**src/hw/rtl/mrlps_pkg.sv**
```systemverilog
// ---------------------------------------------------------------------------
// mrlps_pkg
// Shared types and constants of the multi-radio link preference selector.
// ---------------------------------------------------------------------------
package mrlps_pkg;

    // Default neighbor table size
    localparam int NEIGHBOR_COUNT_DEF = 32;
    // Two links per neighbor: overlay, then 802.15.4
    localparam int RADIO_COUNT = 2;
    // Neighbor index field width fixes the addressable entries
    localparam int NB_W = 5;
    localparam int NB_SPAN = 1 << NB_W;
    localparam int PREF_W = 8;
    localparam int DELTA_W = 9;

    // Operation codes
    localparam logic [1:0] OP_RECEIVE   = 2'd0;
    localparam logic [1:0] OP_SEND_DONE = 2'd1;
    localparam logic [1:0] OP_LATE_ACK  = 2'd2;
    localparam logic [1:0] OP_SELECT    = 2'd3;

    // Link codes
    localparam logic LINK_OVERLAY = 1'b0;
    localparam logic LINK_15_4    = 1'b1;

    // Register map, index = byte address / 4
    localparam int APB_ADDR_W = 5;
    localparam logic [2:0] REG_HIGH_THRESHOLD   = 3'd0;
    localparam logic [2:0] REG_INITIAL_PREF     = 3'd1;
    localparam logic [2:0] REG_DELTA_RX         = 3'd2;
    localparam logic [2:0] REG_DELTA_RX_DUP     = 3'd3;
    localparam logic [2:0] REG_DELTA_TX_OK      = 3'd4;
    localparam logic [2:0] REG_DELTA_TX_ERR     = 3'd5;
    localparam logic [2:0] REG_DELTA_ACK_OK     = 3'd6;
    localparam logic [2:0] REG_DELTA_ACK_TMO    = 3'd7;

    // Register reset values
    localparam logic [PREF_W-1:0]  RST_HIGH_THRESHOLD = 8'd220;
    localparam logic [PREF_W-1:0]  RST_INITIAL_PREF   = 8'd200;
    localparam logic [DELTA_W-1:0] RST_DELTA_RX       = 9'd15;
    localparam logic [DELTA_W-1:0] RST_DELTA_RX_DUP   = 9'd15;
    localparam logic [DELTA_W-1:0] RST_DELTA_TX_OK    = 9'd25;
    localparam logic [DELTA_W-1:0] RST_DELTA_TX_ERR   = 9'h1D8;  // -40
    localparam logic [DELTA_W-1:0] RST_DELTA_ACK_OK   = 9'd25;
    localparam logic [DELTA_W-1:0] RST_DELTA_ACK_TMO  = 9'h19C;  // -100

    // Input item
    typedef struct packed {
        logic [1:0]      operation;
        logic [NB_W-1:0] neighbor_index;
        logic            radio_type;
        logic            is_duplicate;
        logic            tx_ok;
        logic            ack_requested;
        logic            neighbor_found;
        logic            dest_broadcast;
        logic            preset_valid;
        logic            probe_chance;
    } t_in_item;

    // Result item
    typedef struct packed {
        logic [1:0] tx_mask;
        logic [1:0] required_mask;
        logic       selected_radio;
        logic       allow_remove;
        logic       crossed_threshold;
        logic       radio_added;
    } t_out_item;

    // One neighbor row of the link table
    typedef struct packed {
        logic [RADIO_COUNT-1:0]             sup;
        logic [RADIO_COUNT-1:0][PREF_W-1:0] pref;
    } t_entry;

endpackage

```
**src/hw/rtl/mrlps_ram.sv**
```systemverilog
// ---------------------------------------------------------------------------
// mrlps_ram
// Generic single-port-write, single-port-read RAM with registered read data.
// ---------------------------------------------------------------------------
module mrlps_ram #(
    parameter int WIDTH  = 8,
    parameter int DEPTH  = 32,
    parameter int ADDR_W = (DEPTH > 1) ? $clog2(DEPTH) : 1
) (
    input  logic              i_clk,
    input  logic              i_we,
    input  logic [ADDR_W-1:0] i_waddr,
    input  logic [WIDTH-1:0]  i_wdata,
    input  logic              i_re,
    input  logic [ADDR_W-1:0] i_raddr,
    output logic [WIDTH-1:0]  o_rdata
);

    logic [WIDTH-1:0] r_mem [DEPTH];
    logic [WIDTH-1:0] r_rdata;

    // Write port
    always_ff @(posedge i_clk) begin
        if (i_we) begin
            r_mem[i_waddr] <= i_wdata;
        end
    end

    // Registered read port, holds until the next read
    always_ff @(posedge i_clk) begin
        if (i_re) begin
            r_rdata <= r_mem[i_raddr];
        end
    end

    assign o_rdata = r_rdata;

endmodule

```
**src/hw/rtl/multi_radio_link_preference_selector.sv**
```systemverilog
// ---------------------------------------------------------------------------
// multi_radio_link_preference_selector
// Per-neighbor link table (supported bits and preferences for the overlay
// and 802.15.4 links), updated by link events and read for send selection.
// ---------------------------------------------------------------------------
//  channel   direction  handshake                    payload
//  in        input      i_in_valid / o_in_stall      i_in_data  (t_in_item)
//  out       output     o_out_valid / i_out_stall    o_out_data (t_out_item)
//  config    input      APB psel/penable/pready      paddr, pwdata, prdata
//
//  Each item is accepted in S_IDLE, where the neighbor row is read from the link
//  table RAM at the accept edge, and is written back with the result in S_EXEC.
//  The RAM's registered read sets this order; one item is in flight.
//  Reset clears the per-row valid flags at once, no clearing pass is needed.
//  A stalled output holds the row write-back until the output register frees.
//  A new item is taken while an earlier result still waits at the output.
// ---------------------------------------------------------------------------
module multi_radio_link_preference_selector #(
    parameter int NEIGHBOR_COUNT = mrlps_pkg::NEIGHBOR_COUNT_DEF
) (
    input  logic                                i_clk,
    input  logic                                i_rst_n,
    // item input
    input  logic                                i_in_valid,
    output logic                                o_in_stall,
    input  mrlps_pkg::t_in_item                 i_in_data,
    // result output
    output logic                                o_out_valid,
    input  logic                                i_out_stall,
    output mrlps_pkg::t_out_item                o_out_data,
    // configuration
    input  logic                                psel,
    input  logic                                penable,
    input  logic                                pwrite,
    input  logic [mrlps_pkg::APB_ADDR_W-1:0]    paddr,
    input  logic [31:0]                         pwdata,
    output logic [31:0]                         prdata,
    output logic                                pready
);

    import mrlps_pkg::*;

    // Only the rows reachable by the index field are stored
    localparam int ENTRY_COUNT = (NEIGHBOR_COUNT < NB_SPAN) ? NEIGHBOR_COUNT : NB_SPAN;
    localparam int ADDR_W      = (ENTRY_COUNT > 1) ? $clog2(ENTRY_COUNT) : 1;
    localparam int VALID_COUNT = 1 << ADDR_W;

    localparam logic S_IDLE = 1'b0;
    localparam logic S_EXEC = 1'b1;

    // Configuration registers
    logic [PREF_W-1:0]  r_high_threshold;
    logic [PREF_W-1:0]  r_initial_pref;
    logic [DELTA_W-1:0] r_delta_rx;
    logic [DELTA_W-1:0] r_delta_rx_dup;
    logic [DELTA_W-1:0] r_delta_tx_ok;
    logic [DELTA_W-1:0] r_delta_tx_err;
    logic [DELTA_W-1:0] r_delta_ack_ok;
    logic [DELTA_W-1:0] r_delta_ack_tmo;

    logic [2:0] cfg_idx;
    logic       cfg_write;

    // Sequencer and item registers
    logic                   r_state;
    logic                   n_state;
    t_in_item               r_item;
    logic                   r_nb_ok;
    logic                   r_hit;
    logic [VALID_COUNT-1:0] r_entry_valid;
    logic                   r_out_valid;
    t_out_item              r_out_data;

    logic              in_accept;
    logic              nb_ok;
    logic [ADDR_W-1:0] rd_addr;
    logic [ADDR_W-1:0] wr_addr;
    logic              out_free;
    logic              exec_fire;
    logic              row_we;
    t_entry            rd_entry;
    t_entry            n_entry;
    t_out_item         n_out;

    // ---------------------------------------------------------------
    // APB register port
    // ---------------------------------------------------------------
    assign cfg_idx   = paddr[4:2];
    assign cfg_write = psel && penable && pwrite;
    assign pready    = 1'b1;

    always_ff @(posedge i_clk) begin
        if (!i_rst_n) begin
            r_high_threshold <= RST_HIGH_THRESHOLD;
            r_initial_pref   <= RST_INITIAL_PREF;
            r_delta_rx       <= RST_DELTA_RX;
            r_delta_rx_dup   <= RST_DELTA_RX_DUP;
            r_delta_tx_ok    <= RST_DELTA_TX_OK;
            r_delta_tx_err   <= RST_DELTA_TX_ERR;
            r_delta_ack_ok   <= RST_DELTA_ACK_OK;
            r_delta_ack_tmo  <= RST_DELTA_ACK_TMO;
        end else if (cfg_write) begin
            case (cfg_idx)
                REG_HIGH_THRESHOLD: r_high_threshold <= pwdata[PREF_W-1:0];
                REG_INITIAL_PREF:   r_initial_pref   <= pwdata[PREF_W-1:0];
                REG_DELTA_RX:       r_delta_rx       <= pwdata[DELTA_W-1:0];
                REG_DELTA_RX_DUP:   r_delta_rx_dup   <= pwdata[DELTA_W-1:0];
                REG_DELTA_TX_OK:    r_delta_tx_ok    <= pwdata[DELTA_W-1:0];
                REG_DELTA_TX_ERR:   r_delta_tx_err   <= pwdata[DELTA_W-1:0];
                REG_DELTA_ACK_OK:   r_delta_ack_ok   <= pwdata[DELTA_W-1:0];
                REG_DELTA_ACK_TMO:  r_delta_ack_tmo  <= pwdata[DELTA_W-1:0];
                default: ;
            endcase
        end
    end

    // Register readback
    always_comb begin
        prdata = 32'd0;
        case (cfg_idx)
            REG_HIGH_THRESHOLD: prdata = {24'd0, r_high_threshold};
            REG_INITIAL_PREF:   prdata = {24'd0, r_initial_pref};
            REG_DELTA_RX:       prdata = {23'd0, r_delta_rx};
            REG_DELTA_RX_DUP:   prdata = {23'd0, r_delta_rx_dup};
            REG_DELTA_TX_OK:    prdata = {23'd0, r_delta_tx_ok};
            REG_DELTA_TX_ERR:   prdata = {23'd0, r_delta_tx_err};
            REG_DELTA_ACK_OK:   prdata = {23'd0, r_delta_ack_ok};
            REG_DELTA_ACK_TMO:  prdata = {23'd0, r_delta_ack_tmo};
            default:            prdata = 32'd0;
        endcase
    end

    // ---------------------------------------------------------------
    // Handshakes and sequencing
    // ---------------------------------------------------------------
    assign o_in_stall = (r_state != S_IDLE);
    assign in_accept  = i_in_valid && (r_state == S_IDLE);
    assign nb_ok      = (32'(i_in_data.neighbor_index) < NEIGHBOR_COUNT);
    assign rd_addr    = i_in_data.neighbor_index[ADDR_W-1:0];
    assign wr_addr    = r_item.neighbor_index[ADDR_W-1:0];
    assign out_free   = !r_out_valid || !i_out_stall;
    assign exec_fire  = (r_state == S_EXEC) && out_free;
    assign row_we     = exec_fire && r_nb_ok && (r_item.operation != OP_SELECT);

    always_comb begin
        n_state = r_state;
        case (r_state)
            S_IDLE:  if (in_accept) n_state = S_EXEC;
            S_EXEC:  if (out_free)  n_state = S_IDLE;
            default: n_state = S_IDLE;
        endcase
    end

    always_ff @(posedge i_clk) begin
        if (!i_rst_n) begin
            r_state       <= S_IDLE;
            r_out_valid   <= 1'b0;
            r_entry_valid <= '0;
        end else begin
            r_state <= n_state;
            if (exec_fire) begin
                r_out_valid <= 1'b1;
            end else if (!i_out_stall) begin
                r_out_valid <= 1'b0;
            end
            // a written row is known from then on
            if (row_we) begin
                r_entry_valid[wr_addr] <= 1'b1;
            end
        end
    end

    // Item capture at accept, result capture when the item executes
    always_ff @(posedge i_clk) begin
        if (in_accept) begin
            r_item  <= i_in_data;
            r_nb_ok <= nb_ok;
            r_hit   <= r_entry_valid[rd_addr];
        end
        if (exec_fire) begin
            r_out_data <= n_out;
        end
    end

    assign o_out_valid = r_out_valid;
    assign o_out_data  = r_out_data;

    // ---------------------------------------------------------------
    // Link table
    // ---------------------------------------------------------------
    mrlps_ram #(
        .WIDTH  ($bits(t_entry)),
        .DEPTH  (ENTRY_COUNT),
        .ADDR_W (ADDR_W)
    ) u_link_ram (
        .i_clk   (i_clk),
        .i_we    (row_we),
        .i_waddr (wr_addr),
        .i_wdata (n_entry),
        .i_re    (in_accept),
        .i_raddr (rd_addr),
        .o_rdata (rd_entry)
    );

    // ---------------------------------------------------------------
    // Row update and result
    // ---------------------------------------------------------------
    always_comb begin
        logic [RADIO_COUNT-1:0] sup;
        logic                   link;
        logic                   has_t;
        logic                   do_delta;
        logic                   do_add;
        logic                   skip;
        logic [DELTA_W-1:0]     delta;
        logic [PREF_W-1:0]      old_pref;
        logic [PREF_W+1:0]      sum;
        logic [PREF_W-1:0]      clamped;
        logic                   good0;
        logic                   good1;
        logic                   sel;

        sup      = r_hit ? rd_entry.sup : '0;
        link     = (r_item.operation == OP_LATE_ACK) ? LINK_OVERLAY : r_item.radio_type;
        has_t    = sup[link];
        do_delta = 1'b0;
        do_add   = 1'b0;
        delta    = r_delta_rx;
        skip     = 1'b0;
        n_out    = '0;
        sel      = LINK_OVERLAY;

        // which update this event asks for
        case (r_item.operation)
            OP_RECEIVE: begin
                delta    = r_item.is_duplicate ? r_delta_rx_dup : r_delta_rx;
                do_delta = r_nb_ok && has_t;
                do_add   = r_nb_ok && !has_t;
            end
            OP_SEND_DONE: begin
                skip = ((link == LINK_OVERLAY) && r_item.tx_ok) || !r_item.ack_requested
                       || !r_item.neighbor_found || !r_nb_ok;
                delta    = r_item.tx_ok ? r_delta_tx_ok : r_delta_tx_err;
                do_delta = !skip && has_t;
                do_add   = !skip && !has_t && r_item.tx_ok;
            end
            OP_LATE_ACK: begin
                delta    = r_item.tx_ok ? r_delta_ack_ok : r_delta_ack_tmo;
                do_delta = r_nb_ok && has_t;
                do_add   = r_nb_ok && !has_t && r_item.tx_ok;
            end
            default: ;
        endcase

        // clamped add of the signed delta
        old_pref = rd_entry.pref[link];
        sum      = {2'b00, old_pref} + {delta[DELTA_W-1], delta};
        if (sum[PREF_W+1]) begin
            clamped = '0;
        end else if (sum[PREF_W]) begin
            clamped = '1;
        end else begin
            clamped = sum[PREF_W-1:0];
        end

        // row write-back
        n_entry     = rd_entry;
        n_entry.sup = sup;
        if (do_delta) begin
            n_entry.pref[link] = clamped;
        end
        if (do_add) begin
            n_entry.sup[link]  = 1'b1;
            n_entry.pref[link] = r_initial_pref;
        end

        // send selection: first good link, else highest preference
        good0 = sup[LINK_OVERLAY] && (rd_entry.pref[LINK_OVERLAY] >= r_high_threshold);
        good1 = sup[LINK_15_4] && (rd_entry.pref[LINK_15_4] >= r_high_threshold);
        if (!good0 && sup[LINK_15_4] && (good1 || !sup[LINK_OVERLAY]
                || (rd_entry.pref[LINK_OVERLAY] < rd_entry.pref[LINK_15_4]))) begin
            sel = LINK_15_4;
        end

        case (r_item.operation)
            OP_SELECT: begin
                if (r_item.dest_broadcast) begin
                    n_out.tx_mask = 2'b11;
                end else if (r_item.preset_valid) begin
                    n_out.selected_radio = r_item.radio_type;
                    n_out.tx_mask        = r_item.radio_type ? 2'b10 : 2'b01;
                end else if (!r_item.neighbor_found || !r_nb_ok || (sup == '0)) begin
                    n_out.tx_mask = 2'b11;
                end else begin
                    n_out.selected_radio = sel;
                    n_out.tx_mask        = sel ? 2'b10 : 2'b01;
                    // probe the overlay link alongside 802.15.4
                    if ((sel == LINK_15_4) && sup[LINK_OVERLAY] && r_item.probe_chance) begin
                        n_out.required_mask = 2'b10;
                        n_out.tx_mask       = 2'b11;
                    end
                end
            end
            default: begin
                n_out.crossed_threshold = do_delta
                    && ((old_pref >= r_high_threshold) != (clamped >= r_high_threshold));
                n_out.radio_added = do_add;
                if (r_item.operation == OP_LATE_ACK) begin
                    // a good 802.15.4 link keeps the neighbor after an overlay timeout
                    n_out.allow_remove = !(do_delta && !r_item.tx_ok && good1);
                end
            end
        endcase
    end

endmodule

```
**config.mk**
```make
export PLATFORM = sky130hd
export DESIGN_NAME = multi_radio_link_preference_selector
export DESIGN_NICKNAME = d
export VERILOG_FILES = /design/src/hw/rtl/mrlps_pkg.sv /design/src/hw/rtl/mrlps_ram.sv /design/src/hw/rtl/multi_radio_link_preference_selector.sv
export SDC_FILE = /design/constraint.sdc
export NUM_CORES = 1
export LEC_CHECK = 0
export BUFFER_PORTS_ARGS = -buffer_cell sky130_fd_sc_hd__buf_2
export CORE_UTILIZATION = 35
export CTS_BUF_LIST = sky130_fd_sc_hd__clkbuf_4 sky130_fd_sc_hd__clkbuf_8 sky130_fd_sc_hd__clkbuf_16
export CTS_CLUSTER_DIAMETER = 120
export DETAILED_ROUTE_END_ITERATION = 12
export PLACE_DENSITY = 0.56
export SLEW_MARGIN = 20
export SYNTH_ARGS = -nofsm -noshare
export SYNTH_HDL_FRONTEND = slang
export SYNTH_SLANG_ARGS = --single-unit
```
**constraint.sdc**
```tcl
create_clock -name i_clk -period 5.7 [get_ports i_clk]
set_input_delay 0.285 -clock i_clk [delete_from_list [all_inputs] [get_ports i_clk]]
set_output_delay 0.285 -clock i_clk [all_outputs]
set_load 0.03 [all_outputs]
```
==> qor.csv, run 1 <==
metric,value,unit
synth cell count leaders,"edfxtp_1 (617), mux4_2 (197), nand2_1 (173), dfxtp_1 (104), nor2_1 (73)",
routability congestion estimate,0.8382,
crit start category,register,
First-pass DRT Iterations,5,
worst-path fanout max,16,
FILL cells,7642,
Synth area leader,edfxtp_1,
number of top-level pins,102,
RR Endpoint,o_out_data[1]$_SDFFCE_PN0P_,
Reg2Reg Setup Slack,0.41,ns
status,"complete, no violations",
Buffers on Ports,51,
worst slew pin tran,1.118,ns
fin crit period,5.287,ns
"FFs w/ async S/R, synth",0,%
setup TNS,0,ns
clk_lat worst skew,0.64,ns
"Reg clk slew, reported paths",0.06,ns
max_slew headroom,25.48,%
"Cell Count, Final, Fillers Out",3095,
Required @ worst endpoint,6.05,ns
H-Tree Depth,3,
antenna violations before repair,2,
# rows,107,
root buf cell,clkbuf_16,
Synth Register Bits,721,
Routed WL,77210,microns
Detail Route Antenna Nets,0,
r2r startpoint,r_item[13]$_DFFE_PP_,
Mapped Area,30220,sq um
Max-cap violations,0,
placed insts,2944,
crit path to,o_out_data[1]$_SDFFCE_PN0P_,
sequential area share after synthesis,68.19,%
Congestion Overflow GR,0,
Tot GR Track Use,17.83,%
Chip Height,295.9,microns
number of remaining DRC errors,0,
most numerous cell in the Yosys netlist,edfxtp_1,
leakage,11.51,nW
Most used DFF post-synth,edfxtp_1,
vias after detailed routing,16687,
Post-synth EDFFs,617,
Final Setup Violations,0,
Core ar.,85280,sq um
Post-Synthesis Cells,1774,
Synth cell types,64,
Fmax,189.1,MHz
Hold Fails Final Rpt,0,
worst hold margin,0.03266,ns
max-slew violations,0,
ratio of cells with drive above 1 in the final layout,26.45,%
drt wl/cell,24.95,microns
synth warn,0,
Detailed Place HPWL,46210,microns
CP arrival,5.64,ns
crit path kind,register to register,
Area Overhead vs Synth,14.66,%
pwr/cell area,338.6,nW/um^2
R2R cell count,20,
vias in the first global route,16872,
Max Root-Sink Buffers,3,
pin count of the biggest net entering global routing,105,
Worst Hold Class,primary input to register,
Max VDD drop,216.4,uV
unrepaired setup endpoints after global routing,no,
"Period Utilization, post-route",92.75,%
Clock Skew,0.03106,ns
syn_area_per_cell,17.04,sq um
ANT cells,0,
Die W,295.9,microns
die area,87530,sq um
fin nets,2007,
cts bufs inserted,74,
CP endpoint kind,register,
Synth area leaders,"edfxtp_1 (61%), mux4_2 (15%), dfxtp_1 (6.9%)",
1st-iter DRT viols,1555,
first-pass GRT wire length,112700,microns
Worst setup startpoint,r_item[13]$_DFFE_PP_,
fin util,40.63,%
CTS sink cnt,721,
initial core utilization,35.44,%
CTS tree,built,
postcts setup bufs,0,
share of the synthesized area in the top cell type,61.30,%
vias per cell,5.392,
[critical path: stages, from the launching register on]
cell	delay (ns)
edfxtp_1	0.45
inv_1	0.14
ha_1	0.39
buf_4	0.30
a22oi_1	0.09
a21oi_1	0.28
a21oi_1	0.07
o21ai_0	0.30
ha_1	0.39
and3_1	0.20
a221oi_1	0.43
o21bai_1	0.20
xnor2_1	0.42
o21ai_0	0.15
ha_1	0.29
nand2b_1	0.14
a21o_1	0.18
a211oi_1	0.22
o21ai_0	0.15
xnor2_1	0.17
nor3_1	0.06
[repair_timing]
action / in CTS / in global routing
endpoints found under the setup margin: 0 / 1
gates resized for setup: 0 / 1
hold buffers: 17 / 0
hold endpoints to repair: 34 / 0
[per-layer routing]
layer | up-vias | part of all wire, % | track usage (%) | routed length, microns
met5 | - | 0.0091 | 0 | 7
met4 | 2 | 3.3 | 6.281 | 2539
met3 | 152 | 5.6 | 2.893 | 4308
met2 | 566 | 48 | 28.86 | 37230
met1 | 8717 | 43 | 24.31 | 33130
li1 | 7250 | - | - | -
[worst min path at each step]
stage                              startpoint                         endpoint  slack (ns)  cells after the start
6_report                            pwdata[6]    r_delta_tx_ok[6]$_SDFFE_PN0P_        0.03                      3
5_1_grt                             pwdata[3]  r_delta_ack_tmo[3]$_SDFFE_PN1P_        0.01                      3
2_1_floorplan                    i_in_data[0]              r_item[0]$_DFFE_PP_        0.38                      0
3_5_place_dp   r_entry_valid[11]$_SDFFE_PN0P_   r_entry_valid[11]$_SDFFE_PN0P_        0.45                      1
3_3_place_gp   r_entry_valid[19]$_SDFFE_PN0P_   r_entry_valid[19]$_SDFFE_PN0P_        0.44                      1
4_1_cts                             pwdata[3]   r_delta_tx_err[3]$_SDFFE_PN1P_       0.004                      3
[final cells by class]
| type | instances | area (sq um) | share of cell area, % |
|---|---|---|---|
| clock inverter | 47 | 440.4 | 1.271 |
| sequential | 721 | 20610 | 59.47 |
| timing repair buffer | 135 | 972.2 | 2.805 |
| clock buffer | 86 | 1942 | 5.604 |
| tap | 1144 | 1431 | 4.131 |
| inverter | 36 | 135.1 | 0.3899 |
| multi-input combinational | 926 | 9123 | 26.33 |
[flip-flops by register name, summed over array words and instances (netlist names), 7 cells and up]
signal,cells
r_initial_pref,8
r_entry_valid,32
r_high_threshold,8
o_out_data,7
r_delta_ack_ok,9
r_delta_tx_ok,9
r_delta_tx_err,9
r_item,10
u_link_ram.r_mem,576
r_delta_rx_dup,9
u_link_ram.o_rdata,18
r_delta_rx,9
r_delta_ack_tmo,9
[cell families (layout without fill, tap and decap cells)]
| logic type | Yosys count | after routing | share of synthesized area (%) |
|---|---|---|---|
| compound gates | 263 | 263 | 5.953 |
| xor+xnor | 6 | 6 | 0.1739 |
| fa+ha+maj | 54 | 54 | 2.260 |
| buf+inv | 150 | 304 | 2.476 |
| flops | 721 | 721 | 68.19 |
| mux | 230 | 230 | 15.88 |
| other cells | 2 | 25 | 0.02485 |
| simple gates | 348 | 348 | 5.042 |
[placed cells by master (no fill, tap or decap), types with 34 or more instances in the layout]
cell type  count
edfxtp_1     617
mux4_2       197
nand2_1      173
dfxtp_1      104
clkbuf_16     74
buf_4         66
ha_1          53
buf_2         48
a21oi_1       42
nor2_1        41
o21ai_0       37
nand3_1       37
inv_1         35
o21a_1        34
[per-stage QoR]
stage | setup WS [ns] | cell area [sq um] | total power, mW
4_1_cts | 0.3654 | 34630 | 11.85
3_3_place_gp | 0.5259 | 32070 | 7.065
6_report | 0.4132 | 34650 | 11.73
3_5_place_dp | 0.3797 | 32070 | 7.098
2_1_floorplan | 0.5252 | 30310 | 6.719
5_1_grt | 0.03641 | 34650 | 12.12
[where the power goes]
group | switching (mW) | internal (mW)
Sequential | 0.0333 | 5.88
Clock | 2.08 | 2.66
Combinational | 0.699 | 0.372
Power figures use the tool's default switching activity.
==> run 2: changes to the inputs <==
--- a/config.mk
+++ b/config.mk
@@ -10,7 +10,6 @@
 export CTS_BUF_LIST = sky130_fd_sc_hd__clkbuf_4 sky130_fd_sc_hd__clkbuf_8 sky130_fd_sc_hd__clkbuf_16
 export CTS_CLUSTER_DIAMETER = 120
 export DETAILED_ROUTE_END_ITERATION = 12
-export PLACE_DENSITY = 0.56
 export SLEW_MARGIN = 20
 export SYNTH_ARGS = -nofsm -noshare
 export SYNTH_HDL_FRONTEND = slang
==> run 2 against run 1 <==
Against the previous run:
- die area unchanged
- fmax down 0.28%
- total power about the same
- non-clock buffer count up 5
- sequential power about the same
- clock power about the same
- count of clock-buffer cells in the layout up 16
- cell count up 0.19%
- register-to-register slack about the same
- global-route usage down 0.45 points
- combinational power about the same
- critical path type unchanged
- highest routed layer is now met4
==> qor.csv, run 2 (synthesis results as in run 1) <==
metric,value,unit
ratio of cells with drive above 1 in the final layout,26.83,%
Area Overhead vs Synth,14.96,%
worst slew pin tran,1.048,ns
fin util,40.74,%
crit-path cells,inv_1 -> ha_1 -> buf_4 -> nand2b_1 -> buf_4 -> nand2_1 -> o21ai_0 -> ha_1 -> a21o_1 -> a221oi_1 -> o21bai_1 -> xnor2_1 -> buf_4 -> nor2_1 -> nor2_1 -> ha_1 -> a211oi_1 -> o21ai_0 -> xnor2_1 -> nor3_1,
initial core utilization,35.44,%
die area,87530,sq um
Resize count post-CTS,0,
1st-iter DRT viols,1638,
HP Start,pwdata[3],
vias after detailed routing,16731,
Max Root-Sink Buffers,3,
CTS tree,built,
CP endpoint kind,register,
Detail Route Antenna Nets,0,
# rows,107,
vias per cell,5.395,
max-slew violations,0,
Hold Fails Final Rpt,0,
Max VDD drop,228.3,uV
Routed WL,75230,microns
drt wl/cell,24.26,microns
Buffers on Ports,51,
Worst Hold Class,primary input to register,
Core ar.,85280,sq um
Placed Area,32150,sq um
Chip Height,295.9,microns
Congestion Overflow GR,0,
number of remaining DRC errors,0,
ANT cells,0,
vias in the first global route,16740,
"Reg clk slew, reported paths",0.07,ns
Setup WS pre-CTS,0.4282,ns
Hold Crit Endpoint,r_delta_rx_dup[3]$_SDFFE_PN1P_,
worst hold margin,0.03288,ns
Clock Skew,0.02660,ns
max reg flops,576,
crit path kind,register to register,
first-pass GRT wire length,111100,microns
root buf cell,clkbuf_16,
critical path's slowest cell,a221oi_1,
Pwr Total,11.72,mW
Die W,295.9,microns
fin crit period,5.302,ns
worst-path fanout max,13,
fin nets,2012,
Detailed Place HPWL,45820,microns
CTS sink cnt,721,
most frequent cells in the layout,"edfxtp_1 (617), mux4_2 (197), nand2_1 (173), dfxtp_1 (104), clkbuf_16 (76)",
FILL cells,7600,
"most common cell after layout, fill and taps aside",edfxtp_1,
status,"complete, no violations",
cts bufs inserted,74,
antenna violations before repair,0,
Required @ worst endpoint,6.07,ns
"Cell Count, Final, Fillers Out",3101,
Worst setup startpoint,r_item[13]$_DFFE_PP_,
leakage,11.55,nW
max_slew headroom,30.11,%
max incr delay on CP,0.47,ns
Tot GR Track Use,17.37,%
Max-cap violations,0,
pwr/cell area,337.3,nW/um^2
Fmax,188.6,MHz
number of top-level pins,102,
placed insts,2949,
Reg2Reg Setup Slack,0.40,ns
pin count of the biggest net entering global routing,82,
design area,34740,sq um
Final Setup Violations,0,
r2r startpoint,r_item[13]$_DFFE_PP_,
R2R cell count,20,
clk_lat worst skew,0.62,ns
First-pass DRT Iterations,5,
worst setup margin,0.3984,ns
Reg with most FFs,u_link_ram.r_mem,
RR Endpoint,o_out_data[1]$_SDFFCE_PN0P_,
crit start category,register,
routability congestion estimate,0.9291,
hold depth,3,
unrepaired setup endpoints after global routing,no,
setup TNS,0,ns
CP arrival,5.67,ns
H-Tree Depth,3,
"Period Utilization, post-route",93.01,%
## run 2: changes by cell type in the layout (fill, tap and decap cells not counted), sizes merged
cell | before | now
clkbuf | 86 | 102
bufinv | 4 | 1
clkinvlp | 0 | 2
buf | 118 | 123
clkinv | 40 | 26
## run 2: worst max-delay path, delay by kind of cell, from the launching register on
kind	cells	cell delay [ns]
and+or+nand+nor	5	0.88
buffers and inverters	4	0.80
adders and majority gates	3	1.06
DFF	1	0.45
xor gates and xnor gates	2	0.45
AOI/OAI and AO/OA	6	1.38
## run 2: metal layers
metal | part of all wire (%) | routed length, microns | vias to the layer above | global-route usage [%]
li1 | - | - | 7252 | -
met1 | 43 | 32570 | 8762 | 24.17
met2 | 48 | 36170 | 600 | 28.21
met3 | 6.0 | 4504 | 117 | 2.608
met4 | 2.6 | 1977 | 0 | 5.068
met5 | 0 | 0 | - | 0
## run 2: layout make-up
type | count | area (sq um) | share of cell area [%]
multi-input combinational | 926 | 9153 | 26.34
clock buffer | 102 | 2116 | 6.090
timing repair buffer | 140 | 1030 | 2.964
sequential | 721 | 20610 | 59.32
tap | 1144 | 1431 | 4.120
inverter | 36 | 135.1 | 0.3889
clock inverter | 32 | 269.0 | 0.7743
## run 2: what timing repair did
action	CTS	global route
hold buffers	17	0
buffers inserted	0	0
hold endpoints to repair	30	0
## run 2: power by group
group | leakage, nW | internal [mW] | switching (mW)
sequential | 6.43 | 5.89 | 0.0365
combinational | 3.93 | 0.391 | 0.696
clock | 1.19 | 2.68 | 2.03
## run 2: how the worst max path moves through the flow
stage,end
2_1_floorplan,u_link_ram.r_mem[0][13]$_DFFE_PP_
3_3_place_gp,o_out_data[1]$_SDFFCE_PN0P_
3_5_place_dp,o_out_data[1]$_SDFFCE_PN0P_
4_1_cts,o_out_data[1]$_SDFFCE_PN0P_
5_1_grt,o_out_data[1]$_SDFFCE_PN0P_
6_report,o_out_data[1]$_SDFFCE_PN0P_
==> run 3: changes to the inputs <==
==> constraint.sdc (replaced) <==
create_clock -name i_clk -period 5.9 [get_ports i_clk]
set_input_delay 0.295 -clock i_clk [delete_from_list [all_inputs] [get_ports i_clk]]
set_output_delay 0.295 -clock i_clk [all_outputs]
set_load 0.03 [all_outputs]
==> run 3 against run 2 <==
Against the previous run:
- non-clock buffer count fell by 8
- register-to-register slack improved by 0.03 ns
- critical path type unchanged
- global-route usage fell by 0.068 points
==> qor.csv, run 3 (synthesis results as in run 1) <==
metric,value,unit
number of remaining DRC errors,0,
1st-iter DRT viols,1399,
vias in the first global route,16546,
first-pass GRT wire length,110100,microns
CP arrival,5.81,ns
worst hold margin,0.03935,ns
pwr/cell area,329.2,nW/um^2
Fmax,182.8,MHz
design area,34750,sq um
"Period Utilization, post-route",92.74,%
Routed WL,75060,microns
CP endpoint kind,register,
status,"complete, no violations",
number of top-level pins,102,
Buffers on Ports,51,
Congestion Overflow GR,0,
unrepaired setup endpoints after global routing,no,
most frequent cells in the layout,"edfxtp_1 (617), mux4_2 (197), nand2_1 (173), dfxtp_1 (104), clkbuf_16 (76)",
crit start category,register,
Clk pwr share,41.2,%
Die W,295.9,microns
routability congestion estimate,0.8827,
CTS sink cnt,721,
die area,87530,sq um
Max Root-Sink Buffers,3,
Core ar.,85280,sq um
antenna violations before repair,1,
H-Tree Depth,3,
switch share,23.43,%
vias per cell,5.381,
ratio of cells with drive above 1 in the final layout,26.98,%
worst slew pin tran,1.096,ns
Detailed Place HPWL,46010,microns
Area Overhead vs Synth,14.97,%
cts bufs inserted,75,
root buf cell,clkbuf_16,
"Reg clk slew, reported paths",0.06,ns
fin crit period,5.472,ns
gr busiest metal,met2,
postcts setup bufs,0,
Tot GR Track Use,17.31,%
Clock Skew,0.04724,ns
met2 usage,28.30,%
First-pass DRT Iterations,6,
crit path kind,register to register,
# rows,107,
clk_lat worst skew,0.63,ns
max reg flops,576,
Resize count post-CTS,0,
Required @ worst endpoint,6.24,ns
worst-path fanout max,11,
setup TNS,0,ns
Final Setup Violations,0,
vias after detailed routing,16666,
met3 usage,3.612,%
sequential power share,50.0,%
"most common cell after layout, fill and taps aside",edfxtp_1,
Hold Fails Final Rpt,0,
Max-cap violations,0,
max_slew headroom,26.95,%
M1 GR Usage,22.95,%
max-slew violations,0,
pin count of the biggest net entering global routing,105,
Detail Route Antenna Nets,0,
Int Power,8.759,mW
Chip Height,295.9,microns
Placed Area,32060,sq um
initial core utilization,35.44,%
Reg with most FFs,u_link_ram.r_mem,
ANT cells,0,
sw power,2.680,mW
Comb power frac,8.8,%
leakage,11.55,nW
drt wl/cell,24.24,microns
CTS tree,built,
fin nets,2005,
FILL cells,7632,
Worst Hold Class,primary input to register,
Max VDD drop,261.5,uV
==> run 3: cell types whose count changed in the layout (fill, tap and decap cells not counted), moves of 2 or more <==
cell,delta
clkinv_1,-6
o21ai_4,-2
o21ai_2,+2
buf_4,-5
clkbuf_8,+5
buf_12,-2
==> run 3: area by class of cell <==
class | instances | area (sq um) | area share (%)
flip-flops and latches | 721 | 20610 | 59.31
multi-input cells | 926 | 9138 | 26.30
clock buffers | 107 | 2185 | 6.287
well taps | 1144 | 1431 | 4.119
repair buffers | 132 | 924.6 | 2.661
clock inverters | 31 | 325.3 | 0.9362
inverters | 36 | 135.1 | 0.3889
==> run 3: final timing paths <==
| path | slack [ns] | to | start | depth (start not counted) |
|---|---|---|---|---|
| worst min register to register | 0.46 | r_entry_valid[6]$_SDFFE_PN0P_ | r_entry_valid[6]$_SDFFE_PN0P_ | 1 |
| worst max register to register | 0.43 | o_out_data[1]$_SDFFCE_PN0P_ | r_item[13]$_DFFE_PP_ | 20 |
| worst min-delay path | 0.04 | r_delta_rx_dup[0]$_SDFFE_PN1P_ | pwdata[0] | 3 |
| worst max-delay path | 0.43 | o_out_data[1]$_SDFFCE_PN0P_ | r_item[13]$_DFFE_PP_ | 20 |
==> run 3: power by group through the flow <==
stage	logic (mW)	registers (mW)	clock network [mW]
2_1_floorplan	0.660	5.83	0
4_1_cts	1.02	5.72	4.82
3_5_place_dp	1.00	5.83	0
6_report	1.01	5.72	4.71
3_3_place_gp	0.979	5.82	0
5_1_grt	1.10	5.72	5.01
==> run 3: what timing repair did <==
item	CTS	global route
hold endpoints to repair	22	0
hold buffers	17	0
setup endpoints to repair	0	0
==> run 3: critical path, cell delays in order (launching register included) <==
cell      delay (ns)
edfxtp_1        0.44
inv_1           0.14
ha_1            0.53
a22oi_1         0.14
a21oi_1         0.23
a21oi_1         0.07
o21ai_0         0.37
ha_1            0.30
a211oi_1        0.47
o211ai_1        0.28
a21oi_1         0.35
o21ba_2         0.21
o22ai_1         0.36
inv_1           0.09
ha_1            0.30
a21o_1          0.18
a21o_1          0.17
a21oi_1         0.15
o21ai_0         0.15
xnor2_1         0.20
nor3_1          0.08
==> run 3: layer usage <==
| layer | vias to the layer above | part of all wire (%) |
|---|---|---|
| li1 | 7249 | - |
| met1 | 8649 | 41 |
| met2 | 643 | 49 |
| met3 | 125 | 6.9 |
| met4 | 0 | 3.2 |
| met5 | - | 0 |
==> run 3: per-stage QoR <==
stage	util (%)	power [mW]	setup slack, ns	cells
floorplan	-	6.491	0.7252	1797
CTS	40.74	11.55	0.4406	3097
detailed placement	37.59	6.829	0.4776	2942
finish	40.75	11.44	0.4282	3097
global route	40.75	11.83	0.03224	3097
global placement	37.59	6.803	0.5597	2942
